**src/rtl/core/kei_div.sv**
```systemverilog
module kei_div (
  input  logic        clk,
  input  logic        rst_n,
  input  logic        start,
  input  logic [31:0] num,
  input  logic [31:0] den,
  output logic        done,
  output logic [16:0] quo
);

  // Restoring division of num * 2^16 by den, one quotient bit per cycle.
  // The caller guarantees num <= den, so 17 bits hold the quotient.
  logic        busy_r;
  logic [4:0]  cnt_r;
  logic [32:0] rem_r;
  logic [31:0] den_r;
  logic [16:0] quo_r;
  logic        done_r;
  logic        ge;
  logic [32:0] rem_sub;

  assign ge = rem_r >= {1'b0, den_r};
  assign rem_sub = ge ? (rem_r - {1'b0, den_r}) : rem_r;
  assign done = done_r;
  assign quo = quo_r;

  always_ff @(posedge clk) begin
    if (!rst_n) begin
      busy_r <= 1'b0;
      done_r <= 1'b0;
      cnt_r <= '0;
    end else begin
      done_r <= busy_r && (cnt_r == 5'd16);
      if (start && !busy_r) begin
        busy_r <= 1'b1;
        cnt_r <= 5'd0;
        rem_r <= {1'b0, num};
        den_r <= den;
      end else if (busy_r) begin
        quo_r <= {quo_r[15:0], ge};
        rem_r <= {rem_sub[31:0], 1'b0};
        cnt_r <= cnt_r + 5'd1;
        if (cnt_r == 5'd16) begin
          busy_r <= 1'b0;
        end
      end
    end
  end

endmodule

```
**config.mk**
```make
export PLATFORM = sky130hd
export DESIGN_NAME = kei_div
export DESIGN_NICKNAME = d
export VERILOG_FILES = /design/src/rtl/core/kei_div.sv
export SDC_FILE = /design/constraint.sdc
export NUM_CORES = 1
export LEC_CHECK = 0
export ABC_CLOCK_PERIOD_IN_PS = 6100
export BUFFER_PORTS_ARGS = -buffer_cell sky130_fd_sc_hd__buf_2
export CAP_MARGIN = 10
export CORE_MARGIN = 1.5
export CORE_UTILIZATION = 45
export CTS_BUF_LIST = sky130_fd_sc_hd__clkbuf_8 sky130_fd_sc_hd__clkbuf_16
export DETAILED_ROUTE_END_ITERATION = 7
export GPL_ROUTABILITY_DRIVEN = 0
export PLACE_DENSITY = 0.66
export SETUP_SLACK_MARGIN = 0.5
export SLEW_MARGIN = 20
export SYNTH_ARGS = -nofsm -noshare
export SYNTH_HDL_FRONTEND = slang
export SYNTH_SLANG_ARGS = --single-unit
```
**constraint.sdc**
```tcl
create_clock -name clk -period 6.1 [get_ports clk]
set_clock_uncertainty 0.1 [all_clocks]
set_input_delay 0.61 -clock clk [delete_from_list [all_inputs] [get_ports clk]]
set_output_delay 0.61 -clock clk [all_outputs]
set_load 0.02 [all_outputs]
```
==> impl_metrics.csv <==
group,metric,value,unit
placed_design,io_buffers,84,
yosys,ys_types,51,
routing,drc,0,
yosys,syn_area_per_cell,9.83,um2
power,p_clk_frac,0.294,
placed_design,dp_cells,745,
grt,grt_start_max_net_pins,49,
grt,grt_pass1_wl,19.0,mm
routing,postRouteAntennaNets,0,
clocking,cts_buffer_depth,2,
routing,wirelength,11.1,mm
sta,finalMaxSlewViolations,0,
placed_design,place_hpwl,8.29,mm
cells_and_area,nFillCells,1065,
yosys,synth_xor_area_frac,0.0528,
die,die_w,112,um
grt,grt_pass1_vias,4052,
cells_and_area,fin_nets,715,
die,die_h,112,um
yosys,synth_seq_cells,89,
setup_path,crit_path_start,"rem_r[18]",
setup_path,worst_path_max_delay_cell,"o21ai_4",
yosys,synth.most_common_cell,"edfxtp_1",
routing,wl_per_cell,14.6,um
power,p_leak,2.57,nW
sta,finalSetupViolCount,0,
die,rows,39,
die,initial_core_util,0.463,
sta,finalSetupTns,0,ns
setup_path,critPathKind,"reg2reg",
setup_path,required,6.10,ns
cells_and_area,synthToLayoutAreaGrowth,15.3,%
sta,hold_viol_final,0,
yosys,synth_top_area_share,0.464,
clocking,htree_levels,3,
power,internal_power,1.22,mW
sta,fmax,292,MHz
worst_hold_path,hp-class,"in2reg",
cells_and_area,drive_gt1_frac,0.180,
grt,top_usage_layer,"met2",
setup_path,r2r-start,"rem_r[18]",
yosys,muxShareOfSynthArea,0.00943,
clocking,clk_root_buffer_cell,"clkbuf_16",
yosys,synth-simple-area-share,0.135,
yosys,synthFlopType,"edfxtp_1",
setup_path,cp_slowest_stage_delay,0.57,ns
yosys,synth_common_cells,"82 x edfxtp_1, 73 x a21oi_1, 51 x nor2_1",
yosys,synth_nets,642,
grt,grtUsageMet1,0.250,
setup_path,endpoint_kind,"flop",
setup_path,arrival,3.43,ns
power,switchingPower,0.560,mW
power,p_per_area,291,mW/mm2
power,combPwrFrac,0.281,
yosys,async_reset_ff_frac,0,
setup_path,crit_fanout,28,
die,die_area,0.0125,mm2
power,p_seq_frac,0.425,
die,ios,85,
clocking,cts_resized,0,
power,p_sw_frac,0.315,
die,core-area,0.0115,mm2
clocking,post_cts_buffers,0,
clocking,postCtsHoldBufs,0,
grt,grt_use_total,0.187,
routing,first_iter_violations,222,
cells_and_area,finalNonFillerCells,761,
setup_path,crit_chain,"ha_1 -> a21o_1 -> a21oi_1 -> o211ai_1 -> o21ai_0 -> a21oi_1 -> o21ai_4 -> buf_4 -> nor2_1 -> a211oi_1 -> nor2_1",
setup_path,start_kind,"flop",
yosys,synthTopCellsByArea,"edfxtp_1 46%, ha_1 8.0%, a21oi_1 6.9%",
power,ir_worst_vdd,150,uV
yosys,synth_top_family_by_area,"compound AO/OA/AOI/OAI gates",
job,drv_cap,0,
clocking,path_clk_slew,0.07,ns
yosys,synth-adder-area-share,0.0839,
grt,use_met2,0.309,
yosys,synth_warnings,0,
status,status,"completed",
power,fin_total_pwr,1.78,mW
worst_hold_path,hold_start,"den[15]",
cells_and_area,antenna_cells,0,
grt,overflow,0,
sta,min_period,3.42,ns
clocking,tritoncts,"built",
yosys,syn-cell-area,0.00531,mm2
yosys,yosysTopAreaCell,"edfxtp_1",
sta,max_slew_margin,0.367,
yosys,synth_compound_area_frac,0.176,
clocking,clkSinkCount,89,
yosys,syn-instance-count,540,
clocking,insertion_delay,0.35,ns
routing,vias,4125,
sta,rsz0062_at_grt,"no",
grt,antenna_found_initial,0,
grt,grt.met3_usage,0.0468,
routing,via_per_inst,5.42,
clocking,cts_buffers,9,
routing,drt_first_pass_iters,5,
sta,period_share,0.561,
yosys,synth_edf_count,82,
yosys,synth-seq-area-share,0.490,
sta,tightest_slew,0.950,ns
-- power by group through the flow --
stage	clock network, mW	logic, mW	registers, mW
detailed placement	0	0.498	0.768
CTS	0.537	0.501	0.755
finish	0.523	0.500	0.755
global placement	0	0.490	0.766
floorplan	0	0.384	0.764
global route	0.558	0.566	0.760
-- worst paths after layout --
path / to / slack [ns] / cells past startpoint
setup / recovery: rem_r[19] / 2.68 / 11
hold / removal: den_r[15] / 0.33 / 1
setup reg to reg: rem_r[19] / 2.68 / 11
hold reg to reg: quo[7] / 0.35 / 0
-- placed cells by master, fill, tap and decap left out, drive strengths merged, types with 3 or more instances in the layout --
cell type / count
and2: 8
and3: 6
o21bai: 3
clkbuf: 9
a211o: 3
a31oi: 8
nor3: 7
o21ai: 26
nand3: 21
ha: 34
a21oi: 74
edfxtp: 82
xnor2: 16
dfxtp: 7
o21a: 4
buf: 88
nor2b: 5
nor2: 51
a21o: 17
a211oi: 3
inv: 48
clkinv: 3
nand2b: 4
xor2: 16
o211ai: 6
mux2i: 5
nand2: 37
nand4: 7
-- cells by family (layout without fill, tap and decap cells) --
logic type | Yosys count | after routing
and+or+nand+nor | 153 | 153
DFF | 89 | 89
adders and majority gates | 35 | 35
AOI/OAI and AO/OA | 155 | 155
muxes | 5 | 5
buffers and inverters | 71 | 149
xor gates and xnor gates | 32 | 32
-- flip-flops by register name, summed over array words and instances (netlist names) --
signal and flops:
rem_r 33, den_r 32, quo 17, cnt_r 5
busy_r 1, done 1
-- worst max-delay path, delay by kind of cell (launching register included) --
family | cells | cell delay (ns)
buffers and inverters | 1 | 0.40
flip-flops | 1 | 0.41
AND/OR/NAND/NOR | 2 | 0.14
adder cells (fa/ha/maj) | 1 | 0.43
AO/OA/AOI/OAI | 7 | 1.68
-- routing by layer --
layer / share of wire / routed length (um)
met1: 0.47 / 5260
met2: 0.46 / 5180
met3: 0.054 / 598
met4: 0.010 / 116
met5: 0 / 0
-- area by class of cell --
cell class | count | area [um2] | share of cell area
repair buffers | 88 | 450 | 0.0736
inverters | 45 | 169 | 0.0276
flip-flops and latches | 89 | 2600 | 0.426
well taps | 143 | 179 | 0.0293
multi-input cells | 380 | 2430 | 0.398
clock buffers | 9 | 225 | 0.0368
clock inverters | 7 | 55.1 | 0.00900
-- stage by stage --
stage                      util  hold WS (ns)  cell area (um2)  setup WS, ns
after floorplan               -         0.371             5310          3.02
after global placement    0.509         0.326             5840          2.79
after detailed placement  0.509         0.334             5840          2.65
after CTS                 0.533         0.320             6120          2.65
after global routing      0.533         0.321             6120          2.36
final                     0.533         0.330             6120          2.68
Note: power is estimated with default switching activity, not from simulation.
